[src/hw/rtl/lfps_pkg.sv]
`timescale 1ns / 1ps
// Shared types and constants for the line follower PID steering unit.
package lfps_pkg;

  // Register indexes on the configuration port (word address)
  localparam logic [2:0] REG_PROP_GAIN   = 3'd0;
  localparam logic [2:0] REG_INTEG_GAIN  = 3'd1;
  localparam logic [2:0] REG_DERIV_GAIN  = 3'd2;
  localparam logic [2:0] REG_DUTY_LIMIT  = 3'd3;
  localparam logic [2:0] REG_SPEED       = 3'd4;
  localparam logic [2:0] REG_DERIV_HOLD  = 3'd5;

  localparam int PADDR_W = 5;

  // Shared multiplier operand widths
  localparam int MUL_A_W = 16;
  localparam int MUL_B_W = 14;
  localparam int MUL_P_W = MUL_A_W + MUL_B_W;

  // Reciprocals for truncating division by 100 and by 10
  localparam logic signed [MUL_B_W-1:0] DIV100_RECIP = 14'sd5243;
  localparam int                        DIV100_SHIFT = 19;
  localparam logic signed [MUL_B_W-1:0] DIV10_RECIP  = 14'sd6554;
  localparam int                        DIV10_SHIFT  = 16;

  // Integral clamp is 50 * duty_limit in hundredths
  localparam logic [15:0] ISUM_CLAMP_SCALE = 16'd50;

  typedef struct packed {
    logic [7:0] prop_gain;
    logic [7:0] integ_gain;
    logic [7:0] deriv_gain;
    logic [7:0] duty_limit;
    logic [3:0] speed_setting;
    logic [7:0] deriv_hold_steps;
  } cfg_t;

  typedef struct packed {
    logic signed [4:0] pos;
    logic              lost;
  } dec_t;

  typedef enum logic [3:0] {
    ST_IDLE,
    ST_IMUL,
    ST_IACC,
    ST_IDIV,
    ST_ICLAMP,
    ST_PROP,
    ST_SUM,
    ST_LMUL,
    ST_RMUL,
    ST_LDIV,
    ST_RDIV,
    ST_RFIN,
    ST_DONE
  } state_t;

  typedef enum logic [2:0] {
    MUL_INTEG,
    MUL_DERIV,
    MUL_IRECIP,
    MUL_PROP,
    MUL_LSPEED,
    MUL_RSPEED,
    MUL_LRECIP,
    MUL_RRECIP
  } mul_sel_t;

endpackage

[src/hw/rtl/lfps_cfg_regs.sv]
`timescale 1ns / 1ps
// APB configuration registers for gains, duty limit, speed and derivative hold.
module lfps_cfg_regs (
  input  logic                          clk,
  input  logic                          rst,
  input  logic                          psel,
  input  logic                          penable,
  input  logic                          pwrite,
  input  logic [lfps_pkg::PADDR_W-1:0]  paddr,
  input  logic [31:0]                   pwdata,
  output logic [31:0]                   prdata,
  output logic                          pready,
  output lfps_pkg::cfg_t                cfg
);
  import lfps_pkg::*;

  logic       wr_en;
  logic [2:0] reg_idx;

  assign pready  = 1'b1;
  assign reg_idx = paddr[4:2];
  assign wr_en   = psel & penable & pwrite & pready;

  always_ff @(posedge clk) begin
    if (rst) begin
      cfg.prop_gain        <= 8'd7;
      cfg.integ_gain       <= 8'd5;
      cfg.deriv_gain       <= 8'd5;
      cfg.duty_limit       <= 8'd100;
      cfg.speed_setting    <= 4'd10;
      cfg.deriv_hold_steps <= 8'd2;
    end else if (wr_en) begin
      case (reg_idx)
        REG_PROP_GAIN:  cfg.prop_gain        <= pwdata[7:0];
        REG_INTEG_GAIN: cfg.integ_gain       <= pwdata[7:0];
        REG_DERIV_GAIN: cfg.deriv_gain       <= pwdata[7:0];
        REG_DUTY_LIMIT: cfg.duty_limit       <= pwdata[7:0];
        REG_SPEED:      cfg.speed_setting    <= pwdata[3:0];
        REG_DERIV_HOLD: cfg.deriv_hold_steps <= pwdata[7:0];
        default: ;
      endcase
    end
  end

  always_comb begin
    case (reg_idx)
      REG_PROP_GAIN:  prdata = {24'd0, cfg.prop_gain};
      REG_INTEG_GAIN: prdata = {24'd0, cfg.integ_gain};
      REG_DERIV_GAIN: prdata = {24'd0, cfg.deriv_gain};
      REG_DUTY_LIMIT: prdata = {24'd0, cfg.duty_limit};
      REG_SPEED:      prdata = {28'd0, cfg.speed_setting};
      REG_DERIV_HOLD: prdata = {24'd0, cfg.deriv_hold_steps};
      default:        prdata = 32'd0;
    endcase
  end

endmodule

[src/hw/rtl/lfps_decode.sv]
`timescale 1ns / 1ps
// Sensor pattern decoder with all-clear side memory and lost detection.
module lfps_decode (
  input  logic [7:0]        sensor_bits,
  input  logic signed [4:0] position_reg,
  input  logic              lost_flag,
  output lfps_pkg::dec_t    dec
);
  import lfps_pkg::*;

  logic signed [4:0] clear_pos;

  // All clear: recenter when lost or near the middle, snap far edges to the extreme
  always_comb begin
    if (lost_flag || (position_reg >= -5'sd1 && position_reg <= 5'sd1)) begin
      clear_pos = 5'sd0;
    end else if (position_reg <= -5'sd11) begin
      clear_pos = -5'sd13;
    end else if (position_reg >= 5'sd11) begin
      clear_pos = 5'sd13;
    end else begin
      clear_pos = position_reg;
    end
  end

  always_comb begin
    dec.lost = 1'b0;
    case (sensor_bits)
      8'h00:   dec.pos = clear_pos;
      8'h18:   dec.pos = 5'sd0;
      8'h01:   dec.pos = 5'sd11;
      8'h03:   dec.pos = 5'sd9;
      8'h02:   dec.pos = 5'sd7;
      8'h06:   dec.pos = 5'sd5;
      8'h04:   dec.pos = 5'sd3;
      8'h0C:   dec.pos = 5'sd2;
      8'h08:   dec.pos = 5'sd1;
      8'h80:   dec.pos = -5'sd11;
      8'hC0:   dec.pos = -5'sd9;
      8'h40:   dec.pos = -5'sd7;
      8'h60:   dec.pos = -5'sd5;
      8'h20:   dec.pos = -5'sd3;
      8'h30:   dec.pos = -5'sd2;
      8'h10:   dec.pos = -5'sd1;
      default: begin
        dec.pos  = position_reg;
        dec.lost = 1'b1;
      end
    endcase
  end

endmodule

[src/hw/rtl/lfps_mul_unit.sv]
`timescale 1ns / 1ps
// Shared signed multiplier with a registered product.
module lfps_mul_unit (
  input  logic                                  clk,
  input  logic signed [lfps_pkg::MUL_A_W-1:0]   a,
  input  logic signed [lfps_pkg::MUL_B_W-1:0]   b,
  output logic signed [lfps_pkg::MUL_P_W-1:0]   p
);
  import lfps_pkg::*;

  always_ff @(posedge clk) begin
    p <= MUL_P_W'(a) * MUL_P_W'(b);
  end

endmodule

[src/hw/rtl/line_follow_pid_steering_unit.sv]
`timescale 1ns / 1ps
// Line follower PID steering unit: decode, PID update and differential drive mixing.
// An item that runs a PID update takes eight passes through the one shared multiplier plus
// clamp, sum and finish steps before its result is loaded. Without an update the sequencer
// goes from acceptance straight to its done step. A stalled result holds the sequencer in its
// last step; one may wait in the output register while the next item is accepted.
// Synchronous reset restores gains, controller state and duties to their defaults and leaves
// the line marked lost.
module line_follow_pid_steering_unit (
  input  logic                          clk,
  input  logic                          rst,
  input  logic                          psel,
  input  logic                          penable,
  input  logic                          pwrite,
  input  logic [lfps_pkg::PADDR_W-1:0]  paddr,
  input  logic [31:0]                   pwdata,
  output logic [31:0]                   prdata,
  output logic                          pready,
  input  logic                          in_valid,
  output logic                          in_stall,
  input  logic [7:0]                    sensor_bits,
  input  logic                          period_elapsed,
  output logic                          out_valid,
  input  logic                          out_stall,
  output logic [7:0]                    left_duty,
  output logic                          left_reverse,
  output logic [7:0]                    right_duty,
  output logic                          right_reverse,
  output logic signed [4:0]             track_position,
  output logic                          line_lost,
  output logic                          control_ran
);
  import lfps_pkg::*;

  cfg_t     cfg;
  dec_t     dec;
  state_t   state, state_next;
  mul_sel_t mul_sel;

  logic signed [MUL_A_W-1:0] mul_a;
  logic signed [MUL_B_W-1:0] mul_b;
  logic signed [MUL_P_W-1:0] mul_p;

  logic signed [4:0]  position_reg;
  logic               lost_flag;
  logic signed [4:0]  prev_error;
  logic signed [15:0] integral_sum;
  logic signed [12:0] prop_term;
  logic signed [13:0] deriv_term;
  logic [7:0]         hold_count;
  logic [7:0]         left_duty_reg, right_duty_reg;
  logic               left_rev_reg, right_rev_reg;
  logic               ran_reg;
  logic signed [8:0]  iterm;
  logic signed [9:0]  u_reg;
  logic [13:0]        lmag, rmag;
  logic               lneg, rneg;

  logic               in_accept;
  logic               run_pid;
  logic               out_load;
  logic               err_changed;
  logic signed [5:0]  err_diff;
  logic [15:0]        isum_mag;
  logic signed [10:0] lim_s, u_ext, v_left, v_right;
  logic signed [9:0]  iterm_raw, half_s;
  logic [7:0]         iquot;
  logic [15:0]        isum_clamp;
  logic signed [15:0] u_sum, lim_w;
  logic signed [14:0] spd_prod;
  logic [13:0]        prod_mag;
  logic [10:0]        quot10;
  logic [7:0]         duty_cap;
  logic [7:0]         hold_start;

  lfps_cfg_regs u_cfg (
    .clk     (clk),
    .rst     (rst),
    .psel    (psel),
    .penable (penable),
    .pwrite  (pwrite),
    .paddr   (paddr),
    .pwdata  (pwdata),
    .prdata  (prdata),
    .pready  (pready),
    .cfg     (cfg)
  );

  lfps_decode u_decode (
    .sensor_bits  (sensor_bits),
    .position_reg (position_reg),
    .lost_flag    (lost_flag),
    .dec          (dec)
  );

  lfps_mul_unit u_mul (
    .clk (clk),
    .a   (mul_a),
    .b   (mul_b),
    .p   (mul_p)
  );

  assign in_accept = in_valid & ~in_stall;
  assign run_pid   = ~dec.lost & (period_elapsed | (dec.pos != prev_error));

  // Datapath helpers
  assign err_changed = position_reg != prev_error;
  assign err_diff    = 6'(position_reg) - 6'(prev_error);
  assign isum_mag    = integral_sum[15] ? 16'(-integral_sum) : 16'(integral_sum);
  assign lim_s       = $signed({3'b000, cfg.duty_limit});
  assign u_ext       = 11'(u_reg);
  assign v_left      = u_reg[9] ? lim_s + (u_ext <<< 1) : lim_s + u_ext;
  assign v_right     = u_reg[9] ? lim_s - u_ext : lim_s - (u_ext <<< 1);

  assign iquot       = mul_p[DIV100_SHIFT+7:DIV100_SHIFT];
  assign iterm_raw   = integral_sum[15] ? -$signed({2'b00, iquot}) : $signed({2'b00, iquot});
  assign half_s      = $signed({3'b000, cfg.duty_limit[7:1]});
  assign isum_clamp  = 16'(cfg.duty_limit) * ISUM_CLAMP_SCALE;

  assign lim_w       = 16'(lim_s);
  assign u_sum       = 16'(prop_term) + 16'(iterm) + 16'(deriv_term);

  assign spd_prod    = mul_p[14:0];
  assign prod_mag    = spd_prod[14] ? 14'(-spd_prod) : spd_prod[13:0];
  assign quot10      = mul_p[DIV10_SHIFT+10:DIV10_SHIFT];
  assign duty_cap    = (quot10 > {3'b000, cfg.duty_limit}) ? cfg.duty_limit : quot10[7:0];

  assign hold_start  = err_changed ? cfg.deriv_hold_steps : hold_count;

  // Shared multiplier operand select
  always_comb begin
    case (mul_sel)
      MUL_INTEG: begin
        mul_a = $signed({8'd0, cfg.integ_gain});
        mul_b = MUL_B_W'(position_reg);
      end
      MUL_DERIV: begin
        mul_a = $signed({8'd0, cfg.deriv_gain});
        mul_b = MUL_B_W'(err_diff);
      end
      MUL_IRECIP: begin
        mul_a = $signed(isum_mag);
        mul_b = DIV100_RECIP;
      end
      MUL_PROP: begin
        mul_a = $signed({8'd0, cfg.prop_gain});
        mul_b = MUL_B_W'(position_reg);
      end
      MUL_LSPEED: begin
        mul_a = $signed({12'd0, cfg.speed_setting});
        mul_b = MUL_B_W'(v_left);
      end
      MUL_RSPEED: begin
        mul_a = $signed({12'd0, cfg.speed_setting});
        mul_b = MUL_B_W'(v_right);
      end
      MUL_LRECIP: begin
        mul_a = $signed({2'b00, lmag});
        mul_b = DIV10_RECIP;
      end
      MUL_RRECIP: begin
        mul_a = $signed({2'b00, rmag});
        mul_b = DIV10_RECIP;
      end
      default: begin
        mul_a = '0;
        mul_b = '0;
      end
    endcase
  end

  // Sequencer: next state
  always_comb begin
    state_next = state;
    case (state)
      ST_IDLE:   if (in_valid) state_next = run_pid ? ST_IMUL : ST_DONE;
      ST_IMUL:   state_next = ST_IACC;
      ST_IACC:   state_next = ST_IDIV;
      ST_IDIV:   state_next = ST_ICLAMP;
      ST_ICLAMP: state_next = ST_PROP;
      ST_PROP:   state_next = ST_SUM;
      ST_SUM:    state_next = ST_LMUL;
      ST_LMUL:   state_next = ST_RMUL;
      ST_RMUL:   state_next = ST_LDIV;
      ST_LDIV:   state_next = ST_RDIV;
      ST_RDIV:   state_next = ST_RFIN;
      ST_RFIN:   state_next = ST_DONE;
      ST_DONE:   if (!out_valid || !out_stall) state_next = ST_IDLE;
      default:   state_next = ST_IDLE;
    endcase
  end

  // Sequencer: outputs
  always_comb begin
    in_stall = 1'b1;
    out_load = 1'b0;
    mul_sel  = MUL_INTEG;
    case (state)
      ST_IDLE:   in_stall = 1'b0;
      ST_IMUL:   mul_sel  = MUL_INTEG;
      ST_IACC:   mul_sel  = MUL_DERIV;
      ST_IDIV:   mul_sel  = MUL_IRECIP;
      ST_ICLAMP: mul_sel  = MUL_PROP;
      ST_LMUL:   mul_sel  = MUL_LSPEED;
      ST_RMUL:   mul_sel  = MUL_RSPEED;
      ST_LDIV:   mul_sel  = MUL_LRECIP;
      ST_RDIV:   mul_sel  = MUL_RRECIP;
      ST_DONE:   out_load = ~out_valid | ~out_stall;
      default:   ;
    endcase
  end

  always_ff @(posedge clk) begin
    if (rst) begin
      state <= ST_IDLE;
    end else begin
      state <= state_next;
    end
  end

  // Controller state
  always_ff @(posedge clk) begin
    if (rst) begin
      position_reg   <= 5'sd0;
      lost_flag      <= 1'b1;
      prev_error     <= 5'sd0;
      integral_sum   <= 16'sd0;
      prop_term      <= 13'sd0;
      deriv_term     <= 14'sd0;
      hold_count     <= 8'd0;
      left_duty_reg  <= 8'd0;
      right_duty_reg <= 8'd0;
      left_rev_reg   <= 1'b0;
      right_rev_reg  <= 1'b0;
      ran_reg        <= 1'b0;
    end else begin
      case (state)
        ST_IDLE: begin
          if (in_accept) begin
            position_reg <= dec.pos;
            lost_flag    <= dec.lost;
            ran_reg      <= run_pid;
            if (dec.lost) begin
              left_duty_reg  <= 8'd0;
              right_duty_reg <= 8'd0;
            end
          end
        end
        ST_IACC: integral_sum <= integral_sum + mul_p[15:0];
        ST_IDIV: if (err_changed) deriv_term <= mul_p[13:0];
        ST_ICLAMP: begin
          if (iterm_raw > half_s) begin
            integral_sum <= $signed(isum_clamp);
          end else if (iterm_raw < -half_s) begin
            integral_sum <= -$signed(isum_clamp);
          end
        end
        ST_PROP: begin
          if (err_changed) begin
            prop_term  <= mul_p[12:0];
            prev_error <= position_reg;
          end
          // Count down the derivative hold; drop the term once it runs out
          if (hold_start != 8'd0) begin
            hold_count <= hold_start - 8'd1;
          end else begin
            hold_count <= 8'd0;
            deriv_term <= 14'sd0;
          end
        end
        ST_RDIV: begin
          left_duty_reg <= duty_cap;
          left_rev_reg  <= lneg & (quot10 != 11'd0);
        end
        ST_RFIN: begin
          right_duty_reg <= duty_cap;
          right_rev_reg  <= rneg & (quot10 != 11'd0);
        end
        default: ;
      endcase
    end
  end

  // Working registers
  always_ff @(posedge clk) begin
    case (state)
      ST_ICLAMP: begin
        if (iterm_raw > half_s) begin
          iterm <= 9'(half_s);
        end else if (iterm_raw < -half_s) begin
          iterm <= 9'(-half_s);
        end else begin
          iterm <= 9'(iterm_raw);
        end
      end
      ST_SUM: begin
        if (u_sum > lim_w) begin
          u_reg <= 10'(lim_w);
        end else if (u_sum < -lim_w) begin
          u_reg <= 10'(-lim_w);
        end else begin
          u_reg <= 10'(u_sum);
        end
      end
      ST_RMUL: begin
        lmag <= prod_mag;
        lneg <= spd_prod[14];
      end
      ST_LDIV: begin
        rmag <= prod_mag;
        rneg <= spd_prod[14];
      end
      default: ;
    endcase
  end

  // Output register
  always_ff @(posedge clk) begin
    if (rst) begin
      out_valid <= 1'b0;
    end else if (out_load) begin
      out_valid <= 1'b1;
    end else if (!out_stall) begin
      out_valid <= 1'b0;
    end
  end

  always_ff @(posedge clk) begin
    if (out_load) begin
      left_duty      <= left_duty_reg;
      left_reverse   <= left_rev_reg;
      right_duty     <= right_duty_reg;
      right_reverse  <= right_rev_reg;
      track_position <= lost_flag ? 5'sd0 : position_reg;
      line_lost      <= lost_flag;
      control_ran    <= ran_reg;
    end
  end

`ifndef SYNTH
  a_busy_after_accept: assert property (@(posedge clk) disable iff (rst)
    in_valid && !in_stall |=> in_stall)
    else $error("accepted request did not make the unit busy");

  a_lost_no_drive: assert property (@(posedge clk) disable iff (rst)
    out_valid && line_lost |-> left_duty == 8'd0 && right_duty == 8'd0
                               && track_position == 5'sd0 && !control_ran)
    else $error("lost line still drives motors or reports an update");

  a_done_loads_output: assert property (@(posedge clk) disable iff (rst)
    state == ST_DONE && !out_valid |=> out_valid && state == ST_IDLE)
    else $error("finished request did not reach the output register");
`endif

endmodule
[config.mk]
export PLATFORM = sky130hd
export DESIGN_NAME = line_follow_pid_steering_unit
export DESIGN_NICKNAME = d
export VERILOG_FILES = /design/src/hw/rtl/lfps_pkg.sv /design/src/hw/rtl/lfps_cfg_regs.sv /design/src/hw/rtl/lfps_decode.sv /design/src/hw/rtl/lfps_mul_unit.sv /design/src/hw/rtl/line_follow_pid_steering_unit.sv
export SDC_FILE = /design/constraint.sdc
export NUM_CORES = 1
export LEC_CHECK = 0
export ABC_AREA = 1
export ABC_CLOCK_PERIOD_IN_PS = 13000
export BUFFER_PORTS_ARGS = -buffer_cell sky130_fd_sc_hd__buf_2
export CORE_ASPECT_RATIO = 1.4
export CORE_MARGIN = 1
export CORE_UTILIZATION = 30
export DETAILED_ROUTE_END_ITERATION = 10
export GPL_ROUTABILITY_DRIVEN = 0
export PLACE_DENSITY = 0.48
export RECOVER_POWER = 50
export REMOVE_ABC_BUFFERS = 1
export SKIP_CTS_REPAIR_TIMING = 1
export SYNTH_ARGS = -nofsm -noshare
export SYNTH_HDL_FRONTEND = slang
export SYNTH_SLANG_ARGS = --single-unit
[constraint.sdc]
create_clock -name clk -period 13 [get_ports clk]
set_input_delay 1.95 -clock clk [delete_from_list [all_inputs] [get_ports clk]]
set_output_delay 1.95 -clock clk [all_outputs]
set_load 0.1 [all_outputs]
After elaboration in Yosys (flattened, before gate mapping)
Cells that the tools add are included.
{"block": "classes", "addsub": 15, "multipliers": 2, "n_lt_le_gt_ge": 9, "n_eq_ne": 49, "mux": 39, "n_bitwise": 10, "n_reduce_logical": 32}
{"op": "case mux 16 bit (7 select lines)", "count": 1}
{"op": "case mux 14 bit (6 select lines)", "count": 1}
{"op": "case mux 5 bit (16 select lines)", "count": 1}
{"op": "case mux 4 bit (13 select lines)", "count": 1}
{"op": "2-to-1 mux 16 bit", "count": 3}
{"op": "2-to-1 mux 8 bit", "count": 6}
{"op": "case mux 8 bit (6 select lines)", "count": 1}
{"op": "2-to-1 mux 14 bit", "count": 3}
{"op": "case mux 16 bit (2 select lines)", "count": 1}
{"op": "case mux 8 bit (2 select lines)", "count": 2}
{"op": "case mux 14 bit (2 select lines)", "count": 1}
{"op": "multiplier 16 x 14 -> 27 bit", "count": 1}
{"op": "2-to-1 mux 11 bit", "count": 2}
{"op": "case mux 3 bit (7 select lines)", "count": 1}
{"op": "== test 4 bit (second input constant)", "count": 5}
{"op": "2-to-1 mux 10 bit", "count": 2}
{"op": "AND reduction 2 bit", "count": 10}
{"op": "== test 3 bit (second input constant)", "count": 6}
{"op": "adder 16 bit", "count": 1}
{"op": "== test 4 x 3 -> 1 bit (second input constant)", "count": 4}
{"op": "== test 8 x 2 -> 1 bit (second input constant)", "count": 2}
{"op": "== test 8 x 3 -> 1 bit (second input constant)", "count": 2}
{"op": "== test 8 x 4 -> 1 bit (second input constant)", "count": 2}
{"op": "== test 8 x 5 -> 1 bit (second input constant)", "count": 2}
{"op": "56 further kinds", "count": 95}
{"block": "totals", "ff_bits": 231, "out_inout_bits": 60, "wordCells": 192}

Depth between registers and ports, before layout
Gate-level depths: netlist of the first run.
{"block": "depth", "word_depth": 11, "mapped_depth": 39, "ltp_nobuf": 39}

Hierarchy
From an unflattened synthesis of the first run, not the netlist that was laid out.
{"block": "hier_totals", "cells_unflattened": 3592, "hier_area_um2": 26268.9}
{"mod": "line_follow_pid_steering_unit", "n_inst": 1, "cells_per_inst": 1806, "area_each_um2": 13461.7, "seq_area_each_um2": 3943.8}
{"mod": "lfps_mul_unit", "n_inst": 1, "cells_per_inst": 1294, "area_each_um2": 9820.7, "seq_area_each_um2": 600.6}
{"mod": "lfps_cfg_regs", "n_inst": 1, "cells_per_inst": 382, "area_each_um2": 2444.8, "seq_area_each_um2": 880.8}
{"mod": "lfps_decode", "n_inst": 1, "cells_per_inst": 110, "area_each_um2": 541.8, "seq_area_each_um2": 0.0}

Worst setup path after synthesis of the first run
No wires, ideal clock.
{"block": "synth_path", "kind": "reg2reg", "startpoint": "register u_cfg.cfg[13] (netlist name)", "endpoint": "register u_mul.p[19] (netlist bit)", "setup_ns": 0.072, "arrival_ns": 7.070, "t_required_ns": 12.928, "setup_slack_ns": 5.858, "stages_incl_launch_ff": 34, "period_less_slack_ns": 7.142, "cell_sequence": "dfxtp_1 -> inv_1 -> fa_1 -> or2_2 -> o21ai_0 -> nand2_1 -> inv_1 -> o21ai_0 -> nand3_1 -> nand4_1 -> nand2_1 -> nor2_1 -> fa_1 -> inv_1 -> fa_1 -> inv_1 -> fa_1 -> inv_1 -> fa_1 -> inv_1 -> fa_1 -> fa_1 -> ha_1 -> inv_1 -> nor3_1 -> a21oi_1 -> o21ai_0 -> nand3_1 -> nand2_1 -> nand3_1 -> nand2_1 -> nand3_1 -> nand2_1 -> xor2_1"}
{"block": "synth_via", "elab_chain_cells": 4, "word_cells_on_any_way": 8}
{"element": "subtractor 9 x 11 -> 11 bit (tied with other cells)", "line_no": "line_follow_pid_steering_unit.sv:113", "rtl": "assign v_right = u_reg[9] ? lim_s - u_ext : lim_s - (u_ext <<< 1);"}
{"element": "2-to-1 mux 11 bit, on equally long branches", "line_no": "line_follow_pid_steering_unit.sv:113, line_follow_pid_steering_unit.sv:112"}
{"element": "case mux 14 bit (6 select lines) (*)", "line_no": "line_follow_pid_steering_unit.sv:132", "rtl": "case (mul_sel)"}
{"element": "multiplier 16 x 14 -> 27 bit (*)", "line_no": "lfps_mul_unit.sv:12", "rtl": "p <= MUL_P_W'(a) * MUL_P_W'(b);"}
{"element": "end signal, assigned", "line_no": "lfps_mul_unit.sv:12"}
{"element": "end, declared", "line_no": "lfps_mul_unit.sv:7", "rtl": "output logic signed [lfps_pkg::MUL_P_W-1:0] p"}
Every way passes the cells marked *; elsewhere a longest branch is shown, timed or not.
A chain may end at the register's enable or synchronous reset.

Worst setup path in the final report of the first run
{"block": "layout_path", "startpoint": "register state[3]", "endpoint": "register u_mul.p[26] (netlist bit)"}
{"block": "layout_via", "elab_chain_cells": 6, "word_cells_on_any_way": 22}
{"element": "start, declared", "line_no": "line_follow_pid_steering_unit.sv:37", "rtl": "state_t state, state_next;"}
{"element": "start signal, assigned", "line_no": "line_follow_pid_steering_unit.sv:217", "rtl": "state <= state_next;"}
{"element": "== test 4 bit (tied with other cells)", "line_no": "line_follow_pid_steering_unit.sv:198", "rtl": "case (state)"}
{"element": "case mux 3 bit (7 select lines) (*)", "line_no": "line_follow_pid_steering_unit.sv:198"}
{"element": "== test 3 bit (tied with other cells)", "line_no": "line_follow_pid_steering_unit.sv:132"}
{"element": "OR reduction 2 bit (no line)"}
{"element": "case mux 16 bit (7 select lines) / case mux 14 bit (6 select lines) (equally long branches)", "line_no": "line_follow_pid_steering_unit.sv:132"}
{"element": "multiplier 16 x 14 -> 27 bit (*)", "line_no": "lfps_mul_unit.sv:12"}
Marks and branches as above.

==> results.md, run 1 <==
- Number of synthesized register bits: 231
- CTS tree: done
- R2r worst-path depth: 28
- Clock buffer depth: 3
- Largest cells by area after synthesis: fa_1 19%, dfxtp_1 13%, ha_1 11%, edfxtp_1 9.3%, inv_1 8.8%
- ANT cells: 0
- Sequential Area: 0.00537 mm2
- Hold Path Origin: left_duty_reg[5]
- Non-Filler Instances: 4,175
- WP data arrival: 10.76 ns
- R2R Path End: u_mul.p[26]
- Post-synth EDFFs: 74
- Worst-Margin Slew: 3.22 ns
- YS warnings: 0
- Crit-path max FO: 18
- Num Clock Sinks: 231
- Vias in the first global route: 20,000
- Final hold violations: 0
- Max Clock Skew: 0.0223 ns
- Area added between synthesis and finish: 10.0%
- Relative slew margins: -115%
- Placed Instances: 4,130
- Via Count: 19,900
- Max stage delay cell, worst path: nor2_1
- Clk root buf: clkbuf_16
- Final #Nets: 3,607
- Synthesized area per cell: 7.87 um2
- Core Util, Final: 33.5%
- MaxCap Viol Count: 4
- # DRC: 0
- Top_reg_cell synth: dfxtp_1
- Sequential area share after synthesis: 22.5%
- Top flop regs: u_cfg.cfg: 44 flops, u_mul.p: 27 flops
- Hold Crit Class: register to register
- Initial DRC Count: 1,084
- Area of the multi-input gates: 0.0160 mm2
- Yosys cell types: 70
- WL/cell: 18.0 um
- WHS Path Cells: 0
- Crit path required time: 13.44 ns
- WHS Endpoint: left_duty[5]
- CP Launch Type: register
- First-pass GRT wire length: 115,000 um
- Share of post-route cells with drive strength above 1: 6.58%
- Yosys top cell area share: 18.7%
- Largest net degree at the start of global routing: 67
- Most frequent CP cell: fa_1
- Final period utilization: 79.4%
- Max incr delay on CP: 1.82 ns
- Post-Syn Area: 0.0238 mm2
- Max Fclk: 96.9 MHz
- Die width: 240 um
- Worst r2r src: state[3]
- Overflow after GRT: 0
- Async set or reset register ratio after synthesis: 0%
- Number of detailed-route iterations in the first pass: 5
- CP Capture Type: register
- R2r setup slk: 2.68 ns
- Most flops, register: u_cfg.cfg
- Full die area: 0.0806 mm2
- WS Path Type: register to register
- Initial antenna violation count: 0
- Rows: 121
- IO Count: 113
- DIE HEIGHT: 336 um
- H-tree depth: 1
- Avg Vias per Cell: 4.77
- RSZ-0062 raised after global routing: no
- Final setup viols: 0
- Failing checks: capacitance limit, slew limit
- Clock transition at path regs: 0.06 ns
- Area leader, netlist: fa_1
- Setup Total Neg Slack: 0 ns
- WL final: 75,000 um
- TritonCTS Buffers: 25
- Starting density of the core: 30.5%
- Final Max Tran Viols: 169
- Max reg flops: 44
- Clk Latency, worst-skew pair: 0.56 ns
- Min cycle time layout: 10.32 ns
- Commonest non-fill, non-tap cell in the layout: inv_1
- IO buf count: 61
- Core area: 0.0783 mm2
- Final-layout fill cell count: 8,475
- Post-Synthesis Cells: 3,029
- Hpwl dp: 61,500 um
- Status: finished, violations left
- Most frequent cells in the layout: 562 x inv_1, 468 x nand2_1, 286 x nor2_1, 232 x a21oi_1, 223 x fa_1
- Antenna Violating Nets Remaining: 0
- Gr usage total: 18.7%
==> routing by layer <==
metal  vias to the layer above  global-route usage [%]  routed length [um]
li1                       9874                       -                   -
met1                      9562                    22.2               30700
met2                       383                    35.4               39800
met3                        96                    1.17                2250
met4                         0                    5.77                2290
met5                         -                       0                   0
==> per-stage QoR <==
stage,setup slack (ns),area [um2],hold WS (ns)
finish,2.68,26200,0.431
global route,2.19,26200,0.443
CTS,4.35,26300,0.433
detailed placement,4.36,25400,0.415
global placement,4.46,25400,0.414
floorplan,5.74,23600,0.403
==> area by class of cell <==
cell class / count / share of cell area, %
inverters: 589 / 8.46
well taps: 1045 / 4.99
clock inverters: 13 / 0.658
flip-flops and latches: 231 / 20.5
repair buffers: 87 / 1.85
multi-input cells: 2178 / 60.9
clock buffers: 32 / 2.69
==> worst max-delay path: cells and delay by family, from the launching register on <==
kind	cells	cell delay (ns)
buf+inv	4	0.70
flops	1	0.40
fa+ha+maj	7	3.57
compound gates	2	0.70
simple gates	15	4.84
==> Yosys cell counts, types with 39 or more instances <==
| cell type | count |
|---|---|
| a21oi_1 | 232 |
| dfxtp_1 | 157 |
| edfxtp_1 | 74 |
| fa_1 | 223 |
| ha_1 | 219 |
| inv_1 | 560 |
| nand2_1 | 467 |
| nand3_1 | 136 |
| nor2_1 | 286 |
| nor3_1 | 39 |
| o21ai_0 | 175 |
| xor2_1 | 69 |
==> cells by family (layout without fill, tap and decap cells) <==
logic type / count (synthesis) / count (layout) / synth area share (%)
xor gates and xnor gates: 95 / 95 / 3.55
AOI/OAI and AO/OA: 568 / 568 / 13.7
other: 2 / 51 / 0.0315
DFF: 231 / 231 / 22.5
adders and majority gates: 442 / 442 / 30.2
buffers and inverters: 669 / 721 / 11.1
and+or+nand+nor: 1022 / 1022 / 18.9
==> worst max-delay path by stage <==
stage / slack (ns) / start / cells after the start / endpoint
floorplan: 5.74 / u_cfg.cfg[12] / 34 / u_mul.p[19]
global placement: 4.46 / u_cfg.cfg[12] / 35 / u_mul.p[26]
detailed placement: 4.36 / u_cfg.cfg[12] / 35 / u_mul.p[26]
CTS: 4.35 / u_cfg.cfg[12] / 35 / u_mul.p[26]
global route: 2.19 / state[2] / 29 / u_mul.p[26]
finish: 2.68 / state[3] / 28 / u_mul.p[26]
Power of run 1 is not shown: default switching activity piles up to over one toggle a cycle in this logic, so the estimate is an artifact.
==> inputs of run 2 (changes only) <==
--- a/config.mk
+++ b/config.mk
@@ -6,7 +6,7 @@
 export NUM_CORES = 1
 export LEC_CHECK = 0
 export ABC_AREA = 1
-export ABC_CLOCK_PERIOD_IN_PS = 13000
+export ABC_CLOCK_PERIOD_IN_PS = 10200
 export BUFFER_PORTS_ARGS = -buffer_cell sky130_fd_sc_hd__buf_2
 export CORE_ASPECT_RATIO = 1.4
 export CORE_MARGIN = 1
==> constraint.sdc (replaced) <==
create_clock -name clk -period 10.2 [get_ports clk]
set_input_delay 1.53 -clock clk [delete_from_list [all_inputs] [get_ports clk]]
set_output_delay 1.53 -clock clk [all_outputs]
set_load 0.1 [all_outputs]
==> run 2 against run 1 <==
Effect of this change:
- the run still ends with capacitance limit, slew limit left
- design area barely moved
- first-iteration DRC count shrank 3.5%
- flip-flop and latch count stayed put
- routed wire length decreased by 0.26%
- global-route usage is essentially flat
- non-clock buffer count grew 3
- count of clock-buffer cells in the layout up 3
- setup slack lost 1.3 ns
- die area stayed put
- register-to-register slack worse by 1.3 ns
- clock skew grew 0.0080 ns
- worst hold slack got worse by 0.0027 ns
- critical path type unchanged
==> results.md, run 2 (synthesized netlist as in run 1, its figures left out) <==
- Core area: 0.0783 mm2
- WL/cell: 17.9 um
- WL final: 74,800 um
- H-tree depth: 1
- MaxCap Viol Count: 2
- Max incr delay on CP: 0.75 ns
- IO Count: 113
- TritonCTS Buffers: 26
- Failing checks: capacitance limit, slew limit
- Final Max Tran Viols: 123
- Starting density of the core: 30.5%
- Rows: 121
- WS Path Type: register to register
- Number of detailed-route iterations in the first pass: 7
- Most frequent CP cell: fa_1
- Top flop regs: u_cfg.cfg: 44 flops, u_mul.p: 27 flops
- Hpwl dp: 61,700 um
- Setup Total Neg Slack: 0 ns
- Final hold violations: 0
- CP Launch Type: register
- Crit-path max FO: 15
- WP data arrival: 9.24 ns
- Full die area: 0.0806 mm2
- Placed Instances: 4,133
- Most frequent cells in the layout: 562 x inv_1, 468 x nand2_1, 285 x nor2_1, 232 x a21oi_1, 223 x fa_1
- Commonest non-fill, non-tap cell in the layout: inv_1
- Hold Crit Class: register to register
- Clock transition at path regs: 0.06 ns
- Min cycle time layout: 8.78 ns
- Worst-Margin Slew: 3.21 ns
- DIE HEIGHT: 336 um
- Gr usage total: 18.7%
- Clock buffer depth: 3
- Antenna Violating Nets Remaining: 0
- Max Fclk: 114 MHz
- CTS tree: done
- Num Clock Sinks: 231
- Non-Filler Instances: 4,182
- Max Clock Skew: 0.0304 ns
- Status: finished, violations left
- Crit path required time: 10.67 ns
- Via Count: 19,800
- Clk root buf: clkbuf_16
- Clk Latency, worst-skew pair: 0.58 ns
- CP Capture Type: register
- Initial DRC Count: 1,046
- Share of post-route cells with drive strength above 1: 6.70%
- First-pass GRT wire length: 115,000 um
- RSZ-0062 raised after global routing: no
- Overflow after GRT: 0
- Largest net degree at the start of global routing: 67
- Final setup viols: 0
- IO buf count: 61
- Die width: 240 um
- Most flops, register: u_cfg.cfg
- Final period utilization: 86.1%
- Max reg flops: 44
- Vias in the first global route: 20,000
- # DRC: 0
- Initial antenna violation count: 0
- Relative slew margins: -114%
- Final #Nets: 3,611
- Max stage delay cell, worst path: clkbuf_1
- Avg Vias per Cell: 4.75
- Area added between synthesis and finish: 10.1%
[run 2: cell types whose count changed in the layout (fill, tap and decap cells not counted), sizes merged]
cell      previous run  this run
bufinv               4         2
clkinv              10        11
buf                 83        85
diode                0         1
clkinvlp             0         2
inv                588       587
clkbuf              36        40
[run 2: worst paths after layout]
path,slack [ns],depth (start not counted),end,start
min reg2reg,0.43,0,right_duty[7],right_duty_reg[7]
min,0.43,0,right_duty[7],right_duty_reg[7]
max reg2reg,1.42,28,u_mul.p[26],state[3]
max,1.42,28,u_mul.p[26],state[3]
[run 2: routing by layer]
metal | part of all wire, % | vias to the layer above | global-route usage [%]
met5 | 0 | - | 0
met4 | 2.7 | 0 | 5.39
met3 | 3.0 | 100 | 1.34
met2 | 54 | 342 | 35.8
met1 | 41 | 9529 | 22.0
li1 | - | 9875 | -
[run 2: worst max-delay path: cells and delay by family (launching register included)]
family / cells / cell delay (ns)
compound gates: 6 / 1.43
fa+ha+maj: 7 / 3.57
buf+inv: 6 / 1.88
flops: 1 / 0.40
simple gates: 9 / 1.40
[run 2: final cells by class]
class                      count  area [um2]
inverter                     589        2220
antenna                        1        2.50
clock inverter                13         154
clock buffer                  35         694
sequential                   231        5370
tap                         1045        1310
multi-input combinational   2178       16000
timing repair buffer          90         504
fill                        8465       52000
[run 2: metrics by stage]
step	instance area, um2	hold slack (ns)	worst slack, ns	util (%)
final	26300	0.428	1.42	33.5
after global routing	26200	0.436	0.844	33.5
after CTS	26300	0.431	1.72	33.6
after detailed placement	25400	0.416	1.71	32.5
after global placement	25400	0.415	1.71	32.5
after floorplan	23600	0.403	2.94	-
Power of run 2 is left out for the same reason.
